`config.mk`:
```
export PLATFORM = sky130hd
export DESIGN_NAME = road_segment_projector
export DESIGN_NICKNAME = d
export VERILOG_FILES = /design/src/hw/rtl/rsp_pkg.sv /design/src/hw/rtl/rsp_mul.sv /design/src/hw/rtl/rsp_div.sv /design/src/hw/rtl/road_segment_projector.sv
export SDC_FILE = /design/constraint.sdc
export NUM_CORES = 2
export LEC_CHECK = 0
export BUFFER_PORTS_ARGS = -buffer_cell sky130_fd_sc_hd__buf_4
export CORE_ASPECT_RATIO = 1.75
export CORE_MARGIN = 2
export CORE_UTILIZATION = 59
export CTS_CLUSTER_DIAMETER = 150
export DETAILED_ROUTE_END_ITERATION = 7
export GPL_ROUTABILITY_DRIVEN = 1
export PLACE_DENSITY = 0.83
export SLEW_MARGIN = 0
export SYNTH_ARGS = -nofsm -noshare
export SYNTH_HDL_FRONTEND = slang
export SYNTH_HIERARCHICAL = 1
export SYNTH_SLANG_ARGS = --single-unit
export TNS_END_PERCENT = 1
```
`constraint.sdc`:
```
create_clock -name clk -period 9.6 [get_ports clk]
set_clock_uncertainty 0.05 [all_clocks]
set_input_delay 0.96 -clock clk [delete_from_list [all_inputs] [get_ports clk]]
set_output_delay 0.96 -clock clk [all_outputs]
set_load 0.02 [all_outputs]
```
`src/hw/rtl/rsp_pkg.sv`:
```
// ----------------------------------------------------------------------------
// Road segment projector package
// Shared types and fixed constants for the road segment projector.
// ----------------------------------------------------------------------------
`default_nettype none

package rsp_pkg;

    // Fixed point formats.
    localparam int FRAC_BITS  = 8;
    localparam int SCALE_FRAC = 32;

    // Shared multiplier operand and product widths.
    localparam int MUL_A_W = 80;
    localparam int MUL_B_W = 34;
    localparam int MUL_CNT_W = 6;

    // Shared divider widths.
    localparam int DIV_N_W = 32;
    localparam int DIV_D_W = 16;
    localparam int DIV_CNT_W = 5;

    // Pixel limits.
    localparam logic [14:0] PIX_MAX   = 15'd32767;
    localparam logic [16:0] Y_CAP     = 17'd98303;

    // Reciprocals for the constant divisions. Division by three is exact for
    // dividends below 2^17, division by fifty for dividends below 2^30.
    localparam logic [15:0] Y_RECIP    = 16'd43691;
    localparam int          Y_SHIFT    = 17;
    localparam logic [26:0] LANE_RECIP = 27'd85899346;
    localparam int          LANE_SHIFT = 32;

    // Configuration register indexes.
    localparam logic [1:0] CFG_DEPTH  = 2'd0;
    localparam logic [1:0] CFG_HALF_W = 2'd1;
    localparam logic [1:0] CFG_SCR_W  = 2'd2;
    localparam logic [1:0] CFG_SCR_H  = 2'd3;

    // Sequencer states.
    typedef enum logic [3:0] {
        ST_IDLE,
        ST_DIV_SCALE,
        ST_MUL_TX,
        ST_MUL_MX,
        ST_MUL_TY,
        ST_MUL_MY,
        ST_MUL_Y,
        ST_MUL_HW,
        ST_MUL_HW2,
        ST_MUL_LANE,
        ST_FINISH
    } rsp_state_t;

endpackage

`default_nettype wire

```
`src/hw/rtl/rsp_mul.sv`:
```
// ----------------------------------------------------------------------------
// Shift-add multiplier
// Multiplies two unsigned operands one multiplier bit per cycle.
// ----------------------------------------------------------------------------
`default_nettype none

module rsp_mul
    import rsp_pkg::*;
(
    input  wire logic               clk,
    input  wire logic               rst_n,
    input  wire logic               start,
    input  wire logic [MUL_A_W-1:0] a,
    input  wire logic [MUL_B_W-1:0] b,
    output logic                    done,
    output logic [MUL_A_W-1:0]      product
);

    logic                 busy_reg;
    logic                 done_reg;
    logic [MUL_CNT_W-1:0] cnt_reg;
    logic [MUL_A_W-1:0]   a_reg;
    logic [MUL_B_W-1:0]   b_reg;
    logic [MUL_A_W-1:0]   acc_reg;

    // Control: count one cycle per multiplier bit.
    always_ff @(posedge clk or negedge rst_n)
    begin
        if (!rst_n)
        begin
            busy_reg <= 1'b0;
            done_reg <= 1'b0;
            cnt_reg  <= '0;
        end
        else
        begin
            done_reg <= 1'b0;
            if (start)
            begin
                busy_reg <= 1'b1;
                cnt_reg  <= '0;
            end
            else if (busy_reg)
            begin
                cnt_reg <= cnt_reg + 1'b1;
                if (cnt_reg == MUL_CNT_W'(MUL_B_W - 1))
                begin
                    busy_reg <= 1'b0;
                    done_reg <= 1'b1;
                end
            end
        end
    end

    // Datapath: add the shifted multiplicand when the multiplier bit is set.
    always_ff @(posedge clk)
    begin
        if (start)
        begin
            a_reg   <= a;
            b_reg   <= b;
            acc_reg <= '0;
        end
        else if (busy_reg)
        begin
            if (b_reg[0])
            begin
                acc_reg <= acc_reg + a_reg;
            end
            a_reg <= {a_reg[MUL_A_W-2:0], 1'b0};
            b_reg <= {1'b0, b_reg[MUL_B_W-1:1]};
        end
    end

    assign done    = done_reg;
    assign product = acc_reg;

endmodule

`default_nettype wire

```
`src/hw/rtl/rsp_div.sv`:
```
// ----------------------------------------------------------------------------
// Restoring divider
// Unsigned division, one quotient bit per cycle.
// ----------------------------------------------------------------------------
`default_nettype none

module rsp_div
    import rsp_pkg::*;
(
    input  wire logic               clk,
    input  wire logic               rst_n,
    input  wire logic               start,
    input  wire logic [DIV_N_W-1:0] dividend,
    input  wire logic [DIV_D_W-1:0] divisor,
    output logic                    done,
    output logic [DIV_N_W-1:0]      quotient
);

    logic                 busy_reg;
    logic                 done_reg;
    logic [DIV_CNT_W-1:0] cnt_reg;
    logic [DIV_N_W-1:0]   q_reg;
    logic [DIV_D_W:0]     rem_reg;
    logic [DIV_D_W-1:0]   dvs_reg;
    logic [DIV_D_W:0]     shifted;
    logic                 fits;

    // Trial subtraction of the divisor from the shifted remainder.
    assign shifted = {rem_reg[DIV_D_W-1:0], q_reg[DIV_N_W-1]};
    assign fits    = shifted >= {1'b0, dvs_reg};

    // Control: one cycle per quotient bit.
    always_ff @(posedge clk or negedge rst_n)
    begin
        if (!rst_n)
        begin
            busy_reg <= 1'b0;
            done_reg <= 1'b0;
            cnt_reg  <= '0;
        end
        else
        begin
            done_reg <= 1'b0;
            if (start)
            begin
                busy_reg <= 1'b1;
                cnt_reg  <= '0;
            end
            else if (busy_reg)
            begin
                cnt_reg <= cnt_reg + 1'b1;
                if (cnt_reg == DIV_CNT_W'(DIV_N_W - 1))
                begin
                    busy_reg <= 1'b0;
                    done_reg <= 1'b1;
                end
            end
        end
    end

    // Datapath: the dividend shifts out as the quotient shifts in.
    always_ff @(posedge clk)
    begin
        if (start)
        begin
            q_reg   <= dividend;
            rem_reg <= '0;
            dvs_reg <= divisor;
        end
        else if (busy_reg)
        begin
            rem_reg <= fits ? (shifted - {1'b0, dvs_reg}) : shifted;
            q_reg   <= {q_reg[DIV_N_W-2:0], fits};
        end
    end

    assign done     = done_reg;
    assign quotient = q_reg;

endmodule

`default_nettype wire

```
`src/hw/rtl/road_segment_projector.sv`:
```
// ----------------------------------------------------------------------------
// Road segment projector
// Projects road segments to the screen with curve and hill bending and a
// clip line, using one shared multiplier and one shared divider.
// ----------------------------------------------------------------------------
//  Channel | Handshake             | Contents
//  in      | in_valid / in_stall   | one road segment
//  out     | out_valid / out_stall | projected segment and previous one
//  cfg     | cfg_valid / cfg_ready | register index and write data
//
// A segment with nonzero distance goes from acceptance to the result
// register through one divider pass for the scale, eight multiplier
// passes (the divisions by three and fifty run as reciprocal multiplies)
// and the finishing state. A zero-distance segment goes straight there.
// Reset clears the sums and loads the configuration defaults.
// in_stall is high while a segment is in work or its result cannot be
// handed over; a waiting result does not block the next transaction.
// ----------------------------------------------------------------------------
`default_nettype none

module road_segment_projector
    import rsp_pkg::*;
(
    input  wire logic               clk,
    input  wire logic               rst_n,
    input  wire logic               cfg_valid,
    output logic                    cfg_ready,
    input  wire logic [1:0]         cfg_index,
    input  wire logic [15:0]        cfg_data,
    input  wire logic               in_valid,
    output logic                    in_stall,
    input  wire logic               first_of_frame,
    input  wire logic signed [18:0] camera_x,
    input  wire logic signed [18:0] camera_height,
    input  wire logic signed [18:0] segment_x,
    input  wire logic signed [18:0] segment_y,
    input  wire logic [15:0]        segment_distance,
    input  wire logic signed [11:0] segment_curve,
    input  wire logic signed [11:0] segment_hill,
    input  wire logic [3:0]         stripe_phase,
    output logic                    out_valid,
    input  wire logic               out_stall,
    output logic                    visible,
    output logic signed [15:0]      centre_x,
    output logic signed [15:0]      centre_y,
    output logic [14:0]             half_width,
    output logic signed [15:0]      previous_x,
    output logic signed [15:0]      previous_y,
    output logic [14:0]             previous_width,
    output logic                    light_band,
    output logic                    lane_paint,
    output logic [14:0]             lane_width,
    output logic [14:0]             previous_lane_width,
    output logic signed [15:0]      clip_line
);

    // Configuration registers.
    logic [15:0] depth_reg, rhw_reg;
    logic [11:0] scr_w_reg, scr_h_reg;

    // Frame state.
    logic [31:0] curve_off_reg, hill_off_reg;
    logic [23:0] curve_slope_reg, hill_slope_reg;
    logic signed [15:0] clip_reg, last_x_reg, last_y_reg;
    logic [14:0] last_w_reg, last_lane_reg;

    // Latched segment.
    logic signed [18:0] cam_x_reg, cam_h_reg, seg_x_reg, seg_y_reg;
    logic [15:0] dist_reg;
    logic signed [11:0] curve_reg, hill_reg;
    logic [3:0] phase_reg;

    // Intermediate results.
    logic [31:0] scale_reg;
    logic [66:0] m_reg;
    logic        neg_reg;
    logic signed [15:0] cx_reg, cy_reg;
    logic [14:0] hw_reg, lw_reg;
    logic [26:0] wq_reg;
    logic [16:0] ycap_reg;
    logic [47:0] hw_prod_reg;

    // Sequencer.
    rsp_state_t state_reg, state_next;
    logic launch_reg, launch_next;

    // Shared units.
    logic               mul_start, mul_done, div_start, div_done;
    logic [MUL_A_W-1:0] mul_a, mul_p;
    logic [MUL_B_W-1:0] mul_b;
    logic [DIV_N_W-1:0] div_n, div_q;
    logic [DIV_D_W-1:0] div_d;

    // Output registers.
    logic out_valid_reg;
    logic vis_reg;
    logic signed [15:0] o_cx_reg, o_cy_reg, o_px_reg, o_py_reg, o_clip_reg;
    logic [14:0] o_hw_reg, o_pw_reg, o_lw_reg, o_plw_reg;
    logic o_light_reg, o_paint_reg;

    logic in_accept, load_ok;

    // Offsets from the camera in fixed point.
    logic signed [19:0] diff_x, diff_y;
    logic signed [33:0] dx, dy;
    logic [33:0] mag_x, mag_y;
    logic dneg_x, dneg_y;

    // Sum or difference around one in the scale format.
    logic [66:0] tz, one_v, m_calc;
    logic        neg_calc, dneg_sel;

    // Saturated pixel values.
    logic [38:0] sh_x;
    logic [39:0] sh_y;
    logic [14:0] sat_x;
    logic [16:0] ycap;
    logic [26:0] wq_calc;
    logic [14:0] y_q;
    logic [21:0] lane_q;
    logic        vis_calc;
    logic signed [15:0] clip_calc;

    function automatic logic signed [19:0] segment_x_ext(input logic signed [18:0] v);
        segment_x_ext = {v[18], v};
    endfunction

    assign in_accept = in_valid && !in_stall;
    assign load_ok   = !out_valid_reg || !out_stall;
    assign cfg_ready = 1'b1;
    assign in_stall  = (state_reg != ST_IDLE);

    assign diff_x = {segment_x_ext(seg_x_reg)} - {segment_x_ext(cam_x_reg)};
    assign diff_y = {segment_x_ext(seg_y_reg)} - {segment_x_ext(cam_h_reg)};
    assign dx = {{6{diff_x[19]}}, diff_x, 8'b0} + {{2{curve_off_reg[31]}}, curve_off_reg};
    assign dy = {{6{diff_y[19]}}, diff_y, 8'b0} - {{2{hill_off_reg[31]}}, hill_off_reg};
    assign mag_x  = dx[33] ? 34'(-dx) : 34'(dx);
    assign mag_y  = dy[33] ? 34'(-dy) : 34'(dy);
    assign dneg_x = dx[33];
    assign dneg_y = !dy[33] && (dy != 34'sd0);

    // Combine the product with one: one plus t, or the distance between them.
    always_comb
    begin
        tz       = {1'b0, mul_p[65:0]};
        one_v    = 67'd1 << (SCALE_FRAC + FRAC_BITS);
        dneg_sel = (state_reg == ST_MUL_TX) ? dneg_x : dneg_y;
        neg_calc = 1'b0;
        if (!dneg_sel)
        begin
            m_calc = one_v + tz;
        end
        else if (tz <= one_v)
        begin
            m_calc = one_v - tz;
        end
        else
        begin
            m_calc   = tz - one_v;
            neg_calc = 1'b1;
        end
    end

    // Shift, cap and saturate the scaled products; pick reciprocal quotients.
    always_comb
    begin
        sh_x    = mul_p[79:41];
        sh_y    = mul_p[79:40];
        sat_x   = (sh_x > 39'(PIX_MAX)) ? PIX_MAX : sh_x[14:0];
        ycap    = (sh_y > 40'(Y_CAP)) ? Y_CAP : sh_y[16:0];
        wq_calc = mul_p[59:33];
        y_q     = mul_p[Y_SHIFT+14:Y_SHIFT];
        lane_q  = mul_p[LANE_SHIFT+21:LANE_SHIFT];
    end

    // Operand selection for the shared units.
    always_comb
    begin
        mul_a = '0;
        mul_b = '0;
        div_n = '0;
        div_d = '0;
        case (state_reg)
            ST_DIV_SCALE:
            begin
                div_n = {depth_reg, 16'b0};
                div_d = dist_reg;
            end
            ST_MUL_TX:
            begin
                mul_a = MUL_A_W'(scale_reg);
                mul_b = mag_x;
            end
            ST_MUL_TY:
            begin
                mul_a = MUL_A_W'(scale_reg);
                mul_b = mag_y;
            end
            ST_MUL_MX, ST_MUL_MY:
            begin
                mul_a = MUL_A_W'(m_reg);
                mul_b = MUL_B_W'(state_reg == ST_MUL_MX ? scr_w_reg : scr_h_reg);
            end
            ST_MUL_Y:
            begin
                mul_a = MUL_A_W'(ycap_reg);
                mul_b = MUL_B_W'(Y_RECIP);
            end
            ST_MUL_HW:
            begin
                mul_a = MUL_A_W'(scale_reg);
                mul_b = MUL_B_W'(rhw_reg);
            end
            ST_MUL_HW2:
            begin
                mul_a = MUL_A_W'(hw_prod_reg);
                mul_b = MUL_B_W'(scr_w_reg);
            end
            ST_MUL_LANE:
            begin
                mul_a = MUL_A_W'(wq_reg);
                mul_b = MUL_B_W'(LANE_RECIP);
            end
            default:
            begin
                mul_a = '0;
            end
        endcase
    end

    assign mul_start = launch_reg && (state_reg == ST_MUL_TX || state_reg == ST_MUL_MX
                        || state_reg == ST_MUL_TY || state_reg == ST_MUL_MY
                        || state_reg == ST_MUL_Y || state_reg == ST_MUL_HW
                        || state_reg == ST_MUL_HW2 || state_reg == ST_MUL_LANE);
    assign div_start = launch_reg && (state_reg == ST_DIV_SCALE);

    // Next state.
    always_comb
    begin
        state_next = state_reg;
        case (state_reg)
            ST_IDLE:
            begin
                if (in_accept)
                begin
                    state_next = (segment_distance != 16'd0) ? ST_DIV_SCALE : ST_FINISH;
                end
            end
            ST_DIV_SCALE: if (div_done) state_next = ST_MUL_TX;
            ST_MUL_TX:    if (mul_done) state_next = ST_MUL_MX;
            ST_MUL_MX:    if (mul_done) state_next = ST_MUL_TY;
            ST_MUL_TY:    if (mul_done) state_next = ST_MUL_MY;
            ST_MUL_MY:    if (mul_done) state_next = ST_MUL_Y;
            ST_MUL_Y:     if (mul_done) state_next = ST_MUL_HW;
            ST_MUL_HW:    if (mul_done) state_next = ST_MUL_HW2;
            ST_MUL_HW2:   if (mul_done) state_next = ST_MUL_LANE;
            ST_MUL_LANE:  if (mul_done) state_next = ST_FINISH;
            ST_FINISH:    if (load_ok) state_next = ST_IDLE;
            default:      state_next = ST_IDLE;
        endcase
        launch_next = (state_next != state_reg) && (state_next != ST_IDLE)
                      && (state_next != ST_FINISH);
    end

    always_ff @(posedge clk or negedge rst_n)
    begin
        if (!rst_n)
        begin
            state_reg  <= ST_IDLE;
            launch_reg <= 1'b0;
        end
        else
        begin
            state_reg  <= state_next;
            launch_reg <= launch_next;
        end
    end

    // Clip test on the finished segment.
    always_comb
    begin
        vis_calc  = (dist_reg != 16'd0) && (cy_reg < clip_reg);
        clip_calc = vis_calc ? cy_reg : clip_reg;
    end

    // Configuration and frame state.
    always_ff @(posedge clk or negedge rst_n)
    begin
        if (!rst_n)
        begin
            depth_reg       <= 16'd55050;
            rhw_reg         <= 16'd5000;
            scr_w_reg       <= 12'd550;
            scr_h_reg       <= 12'd1000;
            curve_off_reg   <= '0;
            hill_off_reg    <= '0;
            curve_slope_reg <= '0;
            hill_slope_reg  <= '0;
            clip_reg        <= 16'sd1000;
            last_x_reg      <= '0;
            last_y_reg      <= '0;
            last_w_reg      <= '0;
            last_lane_reg   <= 15'd1;
        end
        else
        begin
            if (cfg_valid && cfg_ready)
            begin
                case (cfg_index)
                    CFG_DEPTH:  depth_reg <= cfg_data;
                    CFG_HALF_W: rhw_reg   <= cfg_data;
                    CFG_SCR_W:  scr_w_reg <= cfg_data[11:0];
                    CFG_SCR_H:  scr_h_reg <= cfg_data[11:0];
                    default:    depth_reg <= depth_reg;
                endcase
            end
            if (in_accept && first_of_frame)
            begin
                curve_off_reg   <= '0;
                hill_off_reg    <= '0;
                curve_slope_reg <= '0;
                hill_slope_reg  <= '0;
                clip_reg        <= $signed({4'b0, scr_h_reg});
            end
            if (state_reg == ST_FINISH && load_ok)
            begin
                clip_reg        <= clip_calc;
                last_x_reg      <= cx_reg;
                last_y_reg      <= cy_reg;
                last_w_reg      <= hw_reg;
                last_lane_reg   <= lw_reg;
                curve_off_reg   <= curve_off_reg + {{8{curve_slope_reg[23]}}, curve_slope_reg};
                curve_slope_reg <= curve_slope_reg + {{12{curve_reg[11]}}, curve_reg};
                hill_off_reg    <= hill_off_reg + {{8{hill_slope_reg[23]}}, hill_slope_reg};
                hill_slope_reg  <= hill_slope_reg + {{12{hill_reg[11]}}, hill_reg};
            end
        end
    end

    // Segment latch and intermediate results.
    always_ff @(posedge clk)
    begin
        if (in_accept)
        begin
            cam_x_reg <= camera_x;
            cam_h_reg <= camera_height;
            seg_x_reg <= segment_x;
            seg_y_reg <= segment_y;
            dist_reg  <= segment_distance;
            curve_reg <= segment_curve;
            hill_reg  <= segment_hill;
            phase_reg <= stripe_phase;
            cx_reg    <= '0;
            cy_reg    <= '0;
            hw_reg    <= '0;
            lw_reg    <= 15'd1;
        end
        if (div_done && state_reg == ST_DIV_SCALE)
        begin
            scale_reg <= div_q;
        end
        if (mul_done && (state_reg == ST_MUL_TX || state_reg == ST_MUL_TY))
        begin
            m_reg   <= m_calc;
            neg_reg <= neg_calc;
        end
        if (mul_done && state_reg == ST_MUL_MX)
        begin
            cx_reg <= neg_reg ? -$signed({1'b0, sat_x}) : $signed({1'b0, sat_x});
        end
        if (mul_done && state_reg == ST_MUL_MY)
        begin
            ycap_reg <= ycap;
        end
        if (mul_done && state_reg == ST_MUL_Y)
        begin
            cy_reg <= neg_reg ? -$signed({1'b0, y_q}) : $signed({1'b0, y_q});
        end
        if (mul_done && state_reg == ST_MUL_HW)
        begin
            hw_prod_reg <= mul_p[47:0];
        end
        if (mul_done && state_reg == ST_MUL_HW2)
        begin
            wq_reg <= wq_calc;
            hw_reg <= (wq_calc > 27'(PIX_MAX)) ? PIX_MAX : wq_calc[14:0];
        end
        if (mul_done && state_reg == ST_MUL_LANE)
        begin
            lw_reg <= (lane_q == 22'd0) ? 15'd1
                    : ((lane_q > 22'(PIX_MAX)) ? PIX_MAX : lane_q[14:0]);
        end
    end

    // Result register.
    always_ff @(posedge clk or negedge rst_n)
    begin
        if (!rst_n)
        begin
            out_valid_reg <= 1'b0;
        end
        else if (state_reg == ST_FINISH && load_ok)
        begin
            out_valid_reg <= 1'b1;
        end
        else if (!out_stall)
        begin
            out_valid_reg <= 1'b0;
        end
    end

    always_ff @(posedge clk)
    begin
        if (state_reg == ST_FINISH && load_ok)
        begin
            vis_reg     <= vis_calc;
            o_cx_reg    <= cx_reg;
            o_cy_reg    <= cy_reg;
            o_hw_reg    <= hw_reg;
            o_px_reg    <= last_x_reg;
            o_py_reg    <= last_y_reg;
            o_pw_reg    <= last_w_reg;
            o_light_reg <= (phase_reg < 4'd7);
            o_paint_reg <= (phase_reg >= 4'd5);
            o_lw_reg    <= lw_reg;
            o_plw_reg   <= last_lane_reg;
            o_clip_reg  <= clip_calc;
        end
    end

    assign out_valid           = out_valid_reg;
    assign visible             = vis_reg;
    assign centre_x            = o_cx_reg;
    assign centre_y            = o_cy_reg;
    assign half_width          = o_hw_reg;
    assign previous_x          = o_px_reg;
    assign previous_y          = o_py_reg;
    assign previous_width      = o_pw_reg;
    assign light_band          = o_light_reg;
    assign lane_paint          = o_paint_reg;
    assign lane_width          = o_lw_reg;
    assign previous_lane_width = o_plw_reg;
    assign clip_line           = o_clip_reg;

    // Shared arithmetic units.
    rsp_mul u_mul (
        .clk     (clk),
        .rst_n   (rst_n),
        .start   (mul_start),
        .a       (mul_a),
        .b       (mul_b),
        .done    (mul_done),
        .product (mul_p)
    );

    rsp_div u_div (
        .clk      (clk),
        .rst_n    (rst_n),
        .start    (div_start),
        .dividend (div_n),
        .divisor  (div_d),
        .done     (div_done),
        .quotient (div_q)
    );

endmodule

`default_nettype wire

```
After elaboration in Yosys (flattened, before gate mapping) --
Index checks and enable logic that the tools add are counted.
Storage, ports and cells: flip-flop bits (word level) 1042, bits of input ports 144, output and inout port bits 146
Cells by class: $add $sub $neg 19, $lt $le $gt $ge 9, equal/unequal tests 18, multiplexer cells 70, reduce and logical (&&, ||, !) cells 52
Operators with widths (number):
- one-hot mux 67 bit (5 select lines) | 1
- one-hot mux 34 bit (7 select lines) | 1
- 2-to-1 mux 32 bit | 6
- 2-to-1 mux 80 bit | 2
- 2-to-1 mux 16 bit | 9
- 2-to-1 mux 34 bit | 4
- 2-to-1 mux 67 bit | 2
- 2-to-1 mux 15 bit | 8
- adder 80 bit | 1
- 2-to-1 mux 24 bit | 3
- negator 33 -> 34 bit | 2
- adder 41 x 66 -> 67 bit, first input constant | 1
- subtractor 41 x 66 -> 67 bit, first input constant | 1
- subtractor 66 x 41 -> 67 bit, second input constant | 1
- <= comparator 66 x 41 -> 1 bit, second input constant | 1
- adder 32 bit | 2
- adder 24 bit | 2
- 2-to-1 mux 4 bit | 12
- one-hot mux 4 bit (11 select lines) | 1
- > comparator 40 x 17 -> 1 bit, second input constant | 1
- subtractor 19 x 19 -> 20 bit | 2
- > comparator 39 x 15 -> 1 bit, second input constant | 1
- nonzero test 34 bit | 1
- adder 28 x 32 -> 33 bit | 1
- other kinds (38) | 102

Longest topological paths before layout --
depth after elaboration 10, gate-level depth with buffers 27

Cells and area by module --
The synthesis kept the hierarchy.
By module, submodules not included:
- road_segment_projector | instances 1, cells an instance 3983, area an instance 42403.2 sq um
- rsp_mul | instances 1, cells an instance 1306, area an instance 12492.0 sq um
- rsp_div | instances 1, cells an instance 351, area an instance 3897.5 sq um

Least setup slack after synthesis --
OpenSTA, ideal clock, no wires.
path type register -> register, start point reg state_reg[2], end point reg m_reg[0], enable pin, arrival 6263 ps, required time 8953 ps, setup slack 2690 ps, cell stages (with the launch flop) 6, path buffers 2, clock period less this slack 6910 ps, path through dfrtp_1 > buf_1 > nor2b_1 > nand2_1 > clkbuf_1 > a21boi_0
Between the ends: cells in the longest elaborated chain, start to end 3, elaborated cells on any way between the ends 4, those cells by class 2 x eq/ne; 2 x reduce/logical
RTL lines:
- start, declared | line road_segment_projector.sv:84 | rsp_state_t state_reg, state_next;
- start signal, assigned | line road_segment_projector.sv:274 | state_reg <= state_next;
- equality test 4 x 2 -> 1 bit or equality test 4 x 3 -> 1 bit (tied branches) | line road_segment_projector.sv:362 | if (mul_done && (state_reg == ST_MUL_TX || state_reg == ST_MUL_TY))
- logical OR 1 bit (*) | line road_segment_projector.sv:362
- logical AND 1 bit (*) | line road_segment_projector.sv:362
- end signal, assigned | line road_segment_projector.sv:364 | m_reg <= m_calc;
- end, declared | line road_segment_projector.sv:75 | logic [66:0] m_reg;
Mark *: on every way between the ends. The rest lies on a longest branch, timed or not. A chain may end at the register's enable or synchronous reset.

Worst setup path in the final report --
start point reg cam_h_reg[0], end point reg m_reg[36] (data pin)
Between the ends: cells in the longest elaborated chain, start to end 6, elaborated cells on any way between the ends 7, those cells by class 2 x add/sub; 2 x mux; 3 x reduce/logical
RTL lines:
- start, declared | line road_segment_projector.sv:68 | logic signed [18:0] cam_x_reg, cam_h_reg, seg_x_reg, seg_y_reg;
- start signal, assigned | line road_segment_projector.sv:346 | cam_h_reg <= camera_height;
- subtractor 19 x 19 -> 20 bit (*) | line road_segment_projector.sv:134 | assign diff_y = {segment_x_ext(seg_y_reg)} - {segment_x_ext(cam_h_reg)};
- subtractor 28 x 32 -> 33 bit (*) | line road_segment_projector.sv:136 | assign dy = {{6{diff_y[19]}}, diff_y, 8'b0} - {{2{hill_off_reg[31]}}, hill_off_reg};
- nonzero test 34 bit or zero test 1 bit (tied branches) | line road_segment_projector.sv:140 | assign dneg_y = !dy[33] && (dy != 34'sd0);
- logical AND 1 bit (*) | line road_segment_projector.sv:140
- 2-to-1 mux 1 bit (*) | line road_segment_projector.sv:147 | dneg_sel = (state_reg == ST_MUL_TX) ? dneg_x : dneg_y;
- 2-to-1 mux 67 bit (*) | line road_segment_projector.sv:149 | if (!dneg_sel)
- named net m_calc[36] | line road_segment_projector.sv:110 | logic [66:0] tz, one_v, m_calc;
The timed path passes the listed nets; every way through them passes the cells marked *.

==> reports/metrics.yaml <==
synth_cells: 5640
drt_pass1_iterations: 8
grt_use_total_pct: 33.3
worstMarginPinSlew_ps: 1200
clock-sinks: 1042
violations: "DRC"
ys_async_sr_fraction_pct: 25.6
status: "finished, violations left"
synth_ff_type: "edfxtp_1"
relSlewSlack_pct: 19.9
p_leak_nw: 26.9
tns_ps: 0
antenna_left: 0
r2r_setup_slack_ps: 2750
grt_pass1_vias: 46457
start_util_pct: 59.3
fp.dieH_um: 422
cts_root_buf: "clkbuf_16"
crit_fanout: 12
io_buffers: 288
min_path_type: "in2async"
placed_cell_area_sq_um: 62300
cp_data_required_time_ps: 10010
antenna_found_initial: 10
path_buf_inv: 0
cp-start-kind: "flip-flop"
core_area_sq_um: 99200
period_needed_ps: 6850
ys_seq_area_share_pct: 49.4
ys_seq_elements: 1042
cts_tree: "done"
drive_above_1_share_pct: 14.2
vias: 46251
power.density_nw_per_um2: 317
yosys.cell_types.count: 118
via_per_inst: 6.35
die_x_um: 243
numCtsBuffers: 94
crit_type: "reg2reg"
io_pins: 290
finalInstanceArea_sq_um: 65500
cpMaxStageDelayCell: "or4b_2"
wl_mm: 172
synthTopCellsByArea: "edfxtp_1 (35%), dfrtp_1 (10%), ha_1 (6.7%), nand2_1 (4.4%), mux2_2 (4.2%)"
ir_worst_vdd_uv: 253
num-fill-cells: 7591
route.detailed.drc: 1
drv_cap: 0
routedWlPerCell_um: 23.6
fp.dieArea_sq_um: 102000
postCtsSetupBuffers: 0
first_iter_violations: 3319
grt_max_degree: 194
avgSynthCellArea_sq_um: 10.4
syn2layout_area_growth_pct: 11.4
multiInputGateArea_sq_um: 28200
hold_buffers: 0
overflow: 0
power.total_w: 0.0207
whs_ps: 267
synthTopCellsByCount: "nand2_1 (692), edfxtp_1 (679), nor2_1 (360), a21oi_1 (340), o21ai_0 (335)"
dp_hpwl_mm: 126
finalSetupViolations: 0
gp_congestion: 1.01
critPathArrivalTime_ps: 7270
finalHoldViolCount: 0
cts.htree.levels: 3
fin_nets: 6340
post-route-period-util_pct: 71.4
critPathCaptureType: "flip-flop"
yosys_warnings: 6
synth_most_common_cell: "nand2_1"
cts_resized: 0
clkLatencyLatePin_ps: 730
synth_edf_count: 679
maxSlewViolCount: 0
grt_pass1_wl_mm: 261
rows: 153
rsz0062_at_grt: "false"
cpPeakStageDelay_ps: 800
synth_area_sq_um: 58800
clkTransAtPathRegs_ps: 70
synth_top_cell_by_area: "edfxtp_1"
fmax_ghz: 0.146
synth_top_area_share_pct: 34.7
critPathTopFamily: "simple AND/OR/NAND/NOR gates"
seq_area_sq_um: 29000
path_cells: "ha_1, fa_1, nor2b_1, o21ai_0, a21boi_0, o21ai_0, a21oi_1, o2111ai_1, nand2_1, o21ai_0, nand2b_1, xor2_1, ha_1, and3_1, nand3_1, or3_1, a31oi_1, nor4_1, or4b_2, a21oi_1, nand4_4, nand3_1, a21oi_1, xor2_1"
clockBufferDepth: 3
==> per-layer routing <==
layer / track usage [%] / part of all wire (%) / up-vias
li1: - / - / 21196
met1: 32.9 / 33 / 22414
met2: 61.7 / 53 / 1989
met3: 5.55 / 6.1 / 648
met4: 25.0 / 8.3 / 4
met5: 0 / 0.020 / -
==> final timing paths <==
path / from / to / cells past startpoint
max: cam_h_reg[0]$_DFFE_PP_ / m_reg[36]$_DFFE_PP_ / 24
min: rst_n / last_x_reg[8]$_DFFE_PN0P_ / 1
max reg2reg: cam_h_reg[0]$_DFFE_PP_ / m_reg[36]$_DFFE_PP_ / 24
min reg2reg: u_div/quotient[29]$_DFFE_PP_ / scale_reg[29]$_DFFE_PP_ / 0
max in group asynchronous: rst_n / hill_slope_reg[21]$_DFFE_PN0P_ / 2
min in group clk: segment_x[6] / seg_x_reg[6]$_DFFE_PP_ / 1
==> stage by stage <==
stage / utilization (%) / cells / setup slack (ps)
after floorplan: - / 5669 / 2690
after global placement: 62.8 / 7091 / 3040
after global routing: 66.0 / 7270 / 2320
after detailed placement: 62.8 / 7091 / 2940
after CTS: 66.0 / 7269 / 2890
final: 66.0 / 7278 / 2750
==> placed cells by master, fill, tap and decap left out, types with 58 or more instances in the layout <==
cell	count
clkbuf_16	94
a21o_1	136
nand2b_1	67
and2_1	85
edfxtp_1	679
nand3_1	159
nand2_1	690
inv_1	204
mux2_2	220
dfxtp_1	96
xor2_1	147
dfrtp_1	237
xnor2_1	219
nor2_1	356
o21ai_0	335
and3_1	64
ha_1	317
nor3_1	94
a21oi_1	340
o21a_1	58
buf_4	344
==> layout make-up <==
type | count | area share, %
tap | 1317 | 2.52
clock inverter | 68 | 1.07
clock buffer | 110 | 3.75
antenna | 9 | 0.0344
inverter | 207 | 1.21
multi-input combinational | 4178 | 43.1
sequential | 1042 | 44.3
timing repair buffer | 347 | 4.03
==> kinds of logic after synthesis <==
kind of cell / Yosys count / synth area share (%)
DFF: 1042 / 49.4
muxes: 250 / 4.73
buffers and inverters: 449 / 2.99
xor gates and xnor gates: 366 / 5.45
other: 2 / 0.0128
AOI/OAI and AO/OA: 1410 / 16.0
adders and majority gates: 326 / 7.05
and+or+nand+nor: 1795 / 14.4
==> where the power goes <==
part / internal (W) / leakage (nW) / switching (W)
clock: 0.00206 / 1.52 / 0.00181
sequential: 0.00605 / 10.7 / 0.000916
combinational: 0.00379 / 14.7 / 0.00612
total: 0.0119 / 26.9 / 0.00885
(Power assumes the default switching activity.)
